==> src/design/snils_pkg.sv <==
// ----------------------------------------------------------------------------
// snils_pkg
// Types, character codes and constants shared by the number check logic.
// ----------------------------------------------------------------------------
package snils_pkg;

  typedef logic [7:0] char_t;
  typedef logic [3:0] digit_t;
  typedef logic [3:0] count_t;
  typedef logic [1:0] run_t;
  typedef logic [8:0] sum_t;
  typedef logic [6:0] code_t;

  localparam char_t  CHAR_ZERO  = 8'h30;
  localparam char_t  CHAR_NINE  = 8'h39;
  localparam char_t  CHAR_SPACE = 8'h20;
  localparam char_t  CHAR_DASH  = 8'h2d;

  localparam count_t PREFIX_DIGITS = 4'd9;
  localparam count_t TOTAL_DIGITS  = 4'd11;
  localparam count_t COUNT_CAP     = 4'd12;
  localparam run_t   RUN_LIMIT     = 2'd3;
  localparam code_t  CODE_SCALE    = 7'd10;
  localparam sum_t   MODULUS       = 9'd101;
  localparam code_t  MAPPED_ZERO   = 7'd100;

  // sum is at most 511, so three conditional subtractions reduce it
  function automatic code_t mod_reduce(input sum_t s);
    sum_t k;
    k = s;
    if (k >= 9'(4 * MODULUS)) begin
      k = k - 9'(4 * MODULUS);
    end
    if (k >= 9'(2 * MODULUS)) begin
      k = k - 9'(2 * MODULUS);
    end
    if (k >= MODULUS) begin
      k = k - MODULUS;
    end
    if (k[6:0] == MAPPED_ZERO) begin
      return '0;
    end
    return k[6:0];
  endfunction

endpackage

==> src/design/snils_in_if.sv <==
// ----------------------------------------------------------------------------
// snils_in_if
// Character channel: one character byte and a last-character flag per
// transaction.
// ----------------------------------------------------------------------------
interface snils_in_if;
  logic                 valid;
  logic                 ready;
  snils_pkg::char_t     char_code;
  logic                 last_char;

  modport source (output valid, output char_code, output last_char, input ready);
  modport sink   (input valid, input char_code, input last_char, output ready);
endinterface

==> src/design/snils_out_if.sv <==
// ----------------------------------------------------------------------------
// snils_out_if
// Result channel: one verdict bit per transaction.
// ----------------------------------------------------------------------------
interface snils_out_if;
  logic valid;
  logic ready;
  logic valid_res;

  modport source (output valid, output valid_res, input ready);
  modport sink   (input valid, input valid_res, output ready);
endinterface

==> src/design/snils_check_digit_validator.sv <==
// ----------------------------------------------------------------------------
// snils_check_digit_validator
// Streams a number string one character per transaction and checks its
// two-digit control code against the weighted sum of the first nine digits.
// A last character's verdict is registered as it leaves the input register.
// Throughput: 1 character per cycle; a last one waits on a held verdict.
// Reset (synchronous, rst_n low): empty pipeline, string state cleared.
// After each last character the string state returns to its reset value.
// ----------------------------------------------------------------------------
module snils_check_digit_validator (
  input  logic         clk,
  input  logic         rst_n,
  snils_in_if.sink     in_ch,
  snils_out_if.source  out_ch
);

  // input register
  logic                s1_valid_r;
  snils_pkg::char_t    s1_char_r;
  logic                s1_last_r;

  // string state
  logic                bad_r, bad_nxt;
  snils_pkg::count_t   cnt_r, cnt_nxt;
  snils_pkg::run_t     run_r, run_nxt;
  snils_pkg::digit_t   prev_r, prev_nxt;
  snils_pkg::sum_t     sum_r, sum_nxt;
  snils_pkg::code_t    code_r, code_nxt;
  logic                zero_r, zero_nxt;

  // result register
  logic                out_valid_r;
  logic                out_res_r;

  logic                out_free;
  logic                s1_fire;
  logic                is_digit;
  logic                is_skip;
  snils_pkg::digit_t   digit;
  snils_pkg::digit_t   weight;
  logic                verdict;

  assign out_free    = !out_valid_r || out_ch.ready;
  assign s1_fire     = s1_valid_r && (!s1_last_r || out_free);
  assign in_ch.ready = !s1_valid_r || s1_fire;

  assign out_ch.valid     = out_valid_r;
  assign out_ch.valid_res = out_res_r;

  always_comb begin
    is_digit = s1_char_r inside {[snils_pkg::CHAR_ZERO:snils_pkg::CHAR_NINE]};
    is_skip  = s1_char_r inside {snils_pkg::CHAR_SPACE, snils_pkg::CHAR_DASH};
    digit    = 4'(s1_char_r - snils_pkg::CHAR_ZERO);
    weight   = 4'(snils_pkg::PREFIX_DIGITS - cnt_r);
    bad_nxt  = bad_r;
    cnt_nxt  = cnt_r;
    run_nxt  = run_r;
    prev_nxt = prev_r;
    sum_nxt  = sum_r;
    code_nxt = code_r;
    zero_nxt = zero_r;
    if (is_digit) begin
      if (cnt_r < snils_pkg::PREFIX_DIGITS) begin
        if (cnt_r != '0 && digit == prev_r) begin
          if (run_r < snils_pkg::RUN_LIMIT) begin
            run_nxt = run_r + 2'd1;
          end
          if (run_nxt >= snils_pkg::RUN_LIMIT) begin
            bad_nxt = 1'b1;
          end
        end else begin
          run_nxt = 2'd1;
        end
        prev_nxt = digit;
        sum_nxt  = sum_r + 9'(digit * weight);
        if (digit != '0) begin
          zero_nxt = 1'b0;
        end
      end else if (cnt_r == snils_pkg::PREFIX_DIGITS) begin
        code_nxt = 7'(digit * snils_pkg::CODE_SCALE);
      end else if (cnt_r == snils_pkg::PREFIX_DIGITS + 4'd1) begin
        code_nxt = code_r + 7'(digit);
      end
      if (cnt_r < snils_pkg::COUNT_CAP) begin
        cnt_nxt = cnt_r + 4'd1;
      end
    end else if (!is_skip) begin
      bad_nxt = 1'b1;
    end
    verdict = !bad_nxt && (cnt_nxt == snils_pkg::TOTAL_DIGITS) && !zero_nxt &&
              (code_nxt == snils_pkg::mod_reduce(sum_nxt));
  end

  always_ff @(posedge clk) begin
    if (!rst_n) begin
      s1_valid_r <= 1'b0;
    end else if (in_ch.ready) begin
      s1_valid_r <= in_ch.valid;
    end
  end

  always_ff @(posedge clk) begin
    if (in_ch.ready && in_ch.valid) begin
      s1_char_r <= in_ch.char_code;
      s1_last_r <= in_ch.last_char;
    end
  end

  always_ff @(posedge clk) begin
    if (!rst_n || (s1_fire && s1_last_r)) begin
      bad_r  <= 1'b0;
      cnt_r  <= '0;
      run_r  <= '0;
      prev_r <= '0;
      sum_r  <= '0;
      code_r <= '0;
      zero_r <= 1'b1;
    end else if (s1_fire) begin
      bad_r  <= bad_nxt;
      cnt_r  <= cnt_nxt;
      run_r  <= run_nxt;
      prev_r <= prev_nxt;
      sum_r  <= sum_nxt;
      code_r <= code_nxt;
      zero_r <= zero_nxt;
    end
  end

  always_ff @(posedge clk) begin
    if (!rst_n) begin
      out_valid_r <= 1'b0;
    end else if (out_free) begin
      out_valid_r <= s1_valid_r && s1_last_r;
    end
  end

  always_ff @(posedge clk) begin
    if (out_free && s1_valid_r && s1_last_r) begin
      out_res_r <= verdict;
    end
  end

  a_out_from_last: assert property (@(posedge clk) disable iff (!rst_n)
    $rose(out_valid_r) |-> $past(s1_valid_r && s1_last_r))
    else $error("result appeared without a last character");

  a_clear_after_last: assert property (@(posedge clk) disable iff (!rst_n)
    (s1_fire && s1_last_r) |=> (cnt_r == '0 && zero_r && !bad_r && sum_r == '0))
    else $error("string state not cleared after last character");

  a_count_cap: assert property (@(posedge clk) disable iff (!rst_n)
    cnt_r <= snils_pkg::COUNT_CAP)
    else $error("digit count above cap");

endmodule

==> src/flat_wrapper.sv <==
// flat-port wrapper written by rule: the top's interface ports become plain ports
module snils_check_digit_validator_flat 
  (clk, rst_n, in_ch_valid, in_ch_char_code, in_ch_last_char, in_ch_ready, out_ch_valid, out_ch_valid_res, out_ch_ready);
  snils_in_if in_ch_i ();
  snils_out_if out_ch_i ();
  input  logic clk;
  input  logic rst_n;
  input wire logic [$bits(in_ch_i.valid)-1:0] in_ch_valid;
  input wire logic [$bits(in_ch_i.char_code)-1:0] in_ch_char_code;
  input wire logic [$bits(in_ch_i.last_char)-1:0] in_ch_last_char;
  output wire logic [$bits(in_ch_i.ready)-1:0] in_ch_ready;
  output wire logic [$bits(out_ch_i.valid)-1:0] out_ch_valid;
  output wire logic [$bits(out_ch_i.valid_res)-1:0] out_ch_valid_res;
  input wire logic [$bits(out_ch_i.ready)-1:0] out_ch_ready;
  assign in_ch_i.valid = in_ch_valid;
  assign in_ch_i.char_code = in_ch_char_code;
  assign in_ch_i.last_char = in_ch_last_char;
  assign in_ch_ready = in_ch_i.ready;
  assign out_ch_valid = out_ch_i.valid;
  assign out_ch_valid_res = out_ch_i.valid_res;
  assign out_ch_i.ready = out_ch_ready;
  snils_check_digit_validator u_core (.clk(clk), .rst_n(rst_n), .in_ch(in_ch_i), .out_ch(out_ch_i));
endmodule
==> config.mk <==
export PLATFORM = sky130hd
export DESIGN_NAME = snils_check_digit_validator_flat
export DESIGN_NICKNAME = d
export VERILOG_FILES = /design/src/design/snils_pkg.sv /design/src/design/snils_in_if.sv /design/src/design/snils_out_if.sv /design/src/design/snils_check_digit_validator.sv /design/src/flat_wrapper.sv
export SDC_FILE = /design/constraint.sdc
export NUM_CORES = 1
export LEC_CHECK = 0
export BUFFER_PORTS_ARGS = -buffer_cell sky130_fd_sc_hd__buf_4
export CAP_MARGIN = 5
export CORE_MARGIN = 10
export CORE_UTILIZATION = 55
export CTS_CLUSTER_DIAMETER = 50
export DETAILED_ROUTE_END_ITERATION = 12
export HOLD_SLACK_MARGIN = 0.03
export PLACE_DENSITY = 0.84
export SYNTH_ARGS = -nofsm -noshare
export SYNTH_HDL_FRONTEND = slang
export SYNTH_SLANG_ARGS = --single-unit
==> constraint.sdc <==
create_clock -name clk -period 19.9 [get_ports clk]
set_clock_uncertainty 0.05 [all_clocks]
set_input_delay 1.99 -clock clk [delete_from_list [all_inputs] [get_ports clk]]
set_output_delay 1.99 -clock clk [all_outputs]
set_load 0.05 [all_outputs]
# Word-level counts from Yosys, hierarchy flattened
# Index checks and enable logic that the tools add are counted.
[totals]
word_cells = 92
inputBits = 13
output_inout_bits = 3
register_bits = 40
[op_classes]
magnitude_cmp = 9
reduce_logical = 25
n_addsub = 9
muxes = 27
mul = 2
eq_ne = 8
[op_table]
columns = ["operator", "n"]
rows = [
  ["two-way mux 7 bit", 7],
  ["two-way mux 9 bit", 4],
  ["equality test 8 x 6 -> 1 bit (second input constant)", 2],
  ["equality test 4 bit (second input constant)", 3],
  ["logical AND 1 bit", 11],
  ["two-way mux 2 bit", 5],
  ["adder 9 x 8 -> 9 bit", 1],
  ["greater-or-equal comparator 9 x 7 -> 1 bit (second input constant)", 1],
  ["greater-or-equal comparator 9 x 8 -> 1 bit (second input constant)", 1],
  ["greater-or-equal comparator 9 bit (second input constant)", 1],
  ["two-way mux 1 bit", 9],
  ["subtractor 9 x 8 -> 9 bit (second input constant)", 1],
  ["subtractor 9 bit (second input constant)", 1],
  ["greater-or-equal comparator 8 x 6 -> 1 bit (second input constant)", 1],
  ["<= comparator 8 x 6 -> 1 bit (second input constant)", 1],
  ["< comparator 4 bit (second input constant)", 2],
  ["multiplier 4 x 4 -> 8 bit", 1],
  ["two-way mux 4 bit", 2],
  ["nonzero test 4 bit", 2],
  ["adder 7 x 4 -> 7 bit", 1],
  ["equality test 7 bit", 1],
  ["equality test 7 bit (second input constant)", 1],
  ["subtractor 7 bit (second input constant)", 1],
  ["zero test 1 bit", 6],
  ["other kinds (11)", 14],
]

# Longest topological paths before layout
[depth]
word_depth = 16
depth_mapped = 29
ltp_nobuf = 28

# Worst setup path after synthesis
# No wires, ideal clock.
[synth_path]
kind = "register to register"
from = "reg u_core.cnt_r[2]"
to = "reg u_core.out_res_r, in the netlist u_core.out_ch.valid_res (data pin)"
synth_period_minus_slack_ns = 7.362
n_path_buf = 0
path_stages_with_launch = 27
slack_ns = 12.538
t_arrival_ns = 7.056
setup_ns = 0.256
required_time_ns = 19.594
cell_sequence = "dfxtp_1 > clkinv_1 > ha_1 > xor2_1 > nand2_1 > fa_1 > fa_1 > fa_1 > inv_1 > ha_1 > o211ai_1 > o211ai_1 > a221o_1 > xor2_1 > o21bai_4 > a221oi_2 > ha_1 > a31o_2 > o2bb2ai_1 > a211oi_2 > o221ai_2 > or2_1 > a211o_1 > nor4_2 > or3_1 > a222oi_1 > o211a_1"
[synth_via]
elab_chain_cells = 16
elab_cells_between_ends = 42
cone_classes = "6 x add/sub; 1 x mul; 5 x order compare; 5 x eq/ne; 18 x mux; 7 x reduce/logical"
[synth_lines]
columns = ["element", "line_no", "source"]
rows = [
  ["from (decl)", "snils_check_digit_validator.sv:24", "snils_pkg::count_t cnt_r, cnt_nxt;"],
  ["from (signal assigned)", "snils_check_digit_validator.sv:120", "cnt_r <= cnt_nxt;"],
  ["subtractor 4 bit", "snils_check_digit_validator.sv:54", "weight = 4'(snils_pkg::PREFIX_DIGITS - cnt_r);"],
  ["multiplier 4 x 4 -> 8 bit", "snils_check_digit_validator.sv:75", "sum_nxt = sum_r + 9'(digit * weight);"],
  ["adder 9 x 8 -> 9 bit", "snils_check_digit_validator.sv:75", ""],
  ["two-way mux 9 bit", "snils_check_digit_validator.sv:63", "if (cnt_r < snils_pkg::PREFIX_DIGITS) begin"],
  ["two-way mux 9 bit", "snils_check_digit_validator.sv:62", "if (is_digit) begin"],
  ["subtractor 9 bit or greater-or-equal comparator 9 bit (tied branches)", "snils_pkg.sv:32, snils_pkg.sv:31", ""],
  ["two-way mux 9 bit", "snils_pkg.sv:31", "if (k >= 9'(4 * MODULUS)) begin"],
  ["subtractor 9 x 8 -> 9 bit or greater-or-equal comparator 9 x 8 -> 1 bit (tied branches)", "snils_pkg.sv:35, snils_pkg.sv:34", ""],
  ["two-way mux 9 bit", "snils_pkg.sv:34", "if (k >= 9'(2 * MODULUS)) begin"],
  ["greater-or-equal comparator 9 x 7 -> 1 bit or subtractor 7 bit (tied branches)", "snils_pkg.sv:37, snils_pkg.sv:38", ""],
  ["two-way mux 7 bit", "snils_pkg.sv:37", "if (k >= MODULUS) begin"],
  ["equality test 7 bit", "snils_pkg.sv:40", "if (k[6:0] == MAPPED_ZERO) begin"],
  ["two-way mux 1 bit", "snils_pkg.sv:40", ""],
  ["two-way mux 7 bit", "snils_pkg.sv:43", "return k[6:0];"],
  ["equality test 7 bit", "snils_check_digit_validator.sv:91", "(code_nxt == snils_pkg::mod_reduce(sum_nxt));"],
  ["logical AND 1 bit (*)", "snils_check_digit_validator.sv:90", "verdict = !bad_nxt && (cnt_nxt == snils_pkg::TOTAL_DIGITS) && !zero_nxt &&"],
  ["via u_core.verdict", "snils_check_digit_validator.sv:41", "logic verdict;"],
  ["to (signal assigned)", "snils_check_digit_validator.sv:139", "out_res_r <= verdict;"],
  ["to (decl)", "snils_check_digit_validator.sv:33", "logic out_res_r;"],
]
# The timed path passes the listed nets; every way through them passes the cells marked *.
# A chain may end at the register's enable or synchronous reset.

# Worst setup path after layout
# Ends and elaborated chain as after synthesis.

==> impl_results.md <==
- Status: completed
- Worst reg-to-reg setup slack: 11.70 ns
- Top cells by area, synth: dfxtp_1 (14%), ha_1 (9.3%), edfxtp_1 (7.2%)
- Hold Path Sink: u_core.run_r[0]$_SDFFE_PP0P_
- Die ar.: 11,460 sq um
- Crit-path max FO: 10
- Clock Latency Late Sink: 0.29 ns
- Dpl cell area: 4330 sq um
- Post-synthesis cell area: 4169 sq um
- Reg clk slew, reported paths: 0.08 ns
- Critical path class: register to register
- Netlist cell types: 80
- Root buffer cell: clkbuf_8
- Initial core utilization: 0.5687
- Peak VDD IR: 41.52 uV
- Final nets: 581
- Final hold violations: 0
- Tcrit/Tclk final: 0.4119
- DRC viols: 0
- Clock buffer depth: 2
- Delay-heaviest family, CP: compound AO/OA/AOI/OAI gates
- Largest net degree at the start of global routing: 29
- Routed Antenna Nets: 0
- GRT Total Usage: 0.1758
- Static Leak: 0.001704 uW
- Number of detailed-route iterations in the first pass: 5
- Minimum clock period: 8.198 ns
- Total detailed-routing wirelength: 9.944 mm
- First-pass GRT wire length: 17.21 mm
- Synth area leader: dfxtp_1
- Core area: 7331 sq um
- Main synth FF type: dfxtp_1
- Final setup violation count: 0
- Buf+Inv Stages, Crit Path: 2
- Async SR Flop Fraction: 0
- FILL cells: 655
- Dpl cells: 618
- Hold Crit Class: register to register
- RR Startpoint: u_core.cnt_r[2]$_SDFFE_PP0P_
- Critical Path Max Stage Delay: 0.52 ns
- R2R depth: 26
- Max-slew headroom: 0.2697
- Die extent in y: 107.1 um
- Pre-CTS WS: 11.81 ns
- Final instance area: 4420 sq um
- Dpl hpwl: 7.653 mm
- Post-Syn Instances: 521
- Max Cap Viol: 0
- Gpl congestion: 0.9557
- Post-CTS Hold Buffers: 0
- Total Neg Setup Slack: 0 ns
- Row count: 31
- Critical path required time: 19.91 ns
- Syn avg cell area: 8.002 sq um
- Vias in the first global route: 3,804
- Setup crit start: u_core.cnt_r[2]$_SDFFE_PP0P_
- HP Start: u_core.run_r[0]$_SDFFE_PP0P_
- Residual overflow from global routing: 0
- Hold depth: 1
- Yosys reg bits: 40
- Post-Syn Nets: 576
- Post-CTS setup repair buffer count: 0
- Initial drt markers: 226
- CTS H-tree depth: 2
- Sequential area share after synthesis: 0.2161
- Worst Max-Slew Pin Slew: 1.091 ns
- Setup ws final: 11.70 ns
- Clock sink count: 40
- RR Endpoint: u_core.out_ch.valid_res$_DFFE_PP_
- Die width: 107.1 um
- Yosys warnings: 0
- Share of the synthesized area in the top cell type: 0.1441
- Area growth, synth to finish: 6.032%
- Startpoint types: register
- Cts bufs inserted: 5
- Post-synth EDFFs: 10
- CP max stage cell: fa_1
- Vias: 3,819
- Layout cells sized above 1: 0.1044
- Number of diodes: 0
- WL per Instance: 15.88 um
- Non-filler cells, final: 626
- Power Density: 38.66 nW/um^2
- Most numerous cell in the Yosys netlist: nand2_1
- Post-CTS Resized: 0
- Slew Limit Fails: 0
- Crit path DAT: 8.20 ns
- RSZ-0062 raised after global routing: false
- IO buf count: 15
- Initial antenna violation count: 0
- Crit end category: register
- Io pins: 16
- FMAX: 122.0 MHz
- CTS tree: built
- Via-to-Cell Ratio: 6.101
- Commonest cells in the netlist: nand2_1 (61), nor2_1 (48), a21oi_1 (42)
where the power goes:
group | switching (uW) | internal [uW] | leakage [uW] | total (uW)
logic | 15.9 | 11.8 | 0.00132 | 27.6
clock network | 30.5 | 24.9 | 0.0000445 | 55.4
registers | 2.82 | 85.1 | 0.000338 | 87.9
logic make-up (layout without fill, tap and decap cells):
| family | count (synthesis) | after routing | share of synthesized area |
|---|---|---|---|
| buf+inv | 56 | 62 | 0.05492 |
| simple gates | 193 | 193 | 0.2269 |
| xor+xnor | 24 | 24 | 0.05852 |
| compound gates | 154 | 154 | 0.2665 |
| flops | 40 | 40 | 0.2161 |
| fa+ha+maj | 42 | 42 | 0.1459 |
| mux | 12 | 12 | 0.03121 |
per-stage QoR:
stage | utilization | hold WS [ns] | power (uW)
6_report | 0.6030 | 0.4164 | 170.9
5_1_grt | 0.6030 | 0.4453 | 179.4
4_1_cts | 0.6030 | 0.4173 | 172.6
3_5_place_dp | 0.5907 | 0.4020 | 117.0
3_3_place_gp | 0.5907 | 0.3980 | 115.9
2_1_floorplan | - | 0.3871 | 109.8
cell type report:
cell class                      count  area, sq um  share of cell area
Multi-Input combinational cell    425         3043              0.6884
Sequential cell                    40        900.9              0.2038
Inverter                           38        142.6             0.03227
Tap cell                           99        123.9             0.02802
Timing Repair Buffer               16        120.1             0.02717
Clock buffer                        5        68.82             0.01557
Clock inverter                      3        21.27            0.004812
flip-flops by register name, indices dropped and copies added, names as in the netlist:
signal	count
u_core.sum_r	9
u_core.s1_char_r	8
u_core.code_r	7
u_core.cnt_r	4
u_core.prev_r	4
u_core.run_r	2
u_core.bad_r	1
u_core.out_ch.valid	1
u_core.out_ch.valid_res	1
u_core.s1_last_r	1
u_core.s1_valid_r	1
u_core.zero_r	1
placed cells by master (no fill, tap or decap), types with 5 or more instances in the layout:
| cell type | netlist | layout |
|---|---|---|
| nor3_1 | 11 | 11 |
| or3_1 | 8 | 8 |
| buf_4 | 2 | 16 |
| inv_1 | 36 | 36 |
| o22ai_1 | 7 | 7 |
| ha_1 | 31 | 31 |
| a21o_1 | 5 | 5 |
| and3_1 | 5 | 5 |
| nor2b_1 | 6 | 6 |
| xnor2_1 | 12 | 12 |
| a211oi_1 | 9 | 9 |
| a21oi_1 | 42 | 42 |
| nor2_1 | 48 | 48 |
| xor2_1 | 10 | 10 |
| and2_1 | 15 | 15 |
| dfxtp_1 | 30 | 30 |
| mux2i_1 | 7 | 7 |
| nand3_1 | 13 | 13 |
| a31oi_1 | 8 | 8 |
| nand2_1 | 61 | 61 |
| o211ai_1 | 5 | 5 |
| clkbuf_8 | 0 | 5 |
| o21ai_0 | 21 | 21 |
| edfxtp_1 | 10 | 10 |
| fa_1 | 11 | 11 |
| nand2b_1 | 6 | 6 |
metal layers:
metal / global-route usage / routed length (um)
met3: 0.02515 / 487
met1: 0.2089 / 4297
met4: 0.06963 / 206
met5: 0 / 0
met2: 0.3102 / 4953
worst max path at each step:
stage,end,slack (ns),cells after the start
after floorplan,u_core.out_ch.valid_res$_DFFE_PP_,12.54,26
after global placement,u_core.out_ch.valid_res$_DFFE_PP_,12.11,26
after detailed placement,u_core.out_ch.valid_res$_DFFE_PP_,11.81,26
after CTS,u_core.out_ch.valid_res$_DFFE_PP_,11.81,26
after global routing,u_core.out_ch.valid_res$_DFFE_PP_,11.10,26
final,u_core.out_ch.valid_res$_DFFE_PP_,11.70,26
Power figures use the tool's default switching activity.
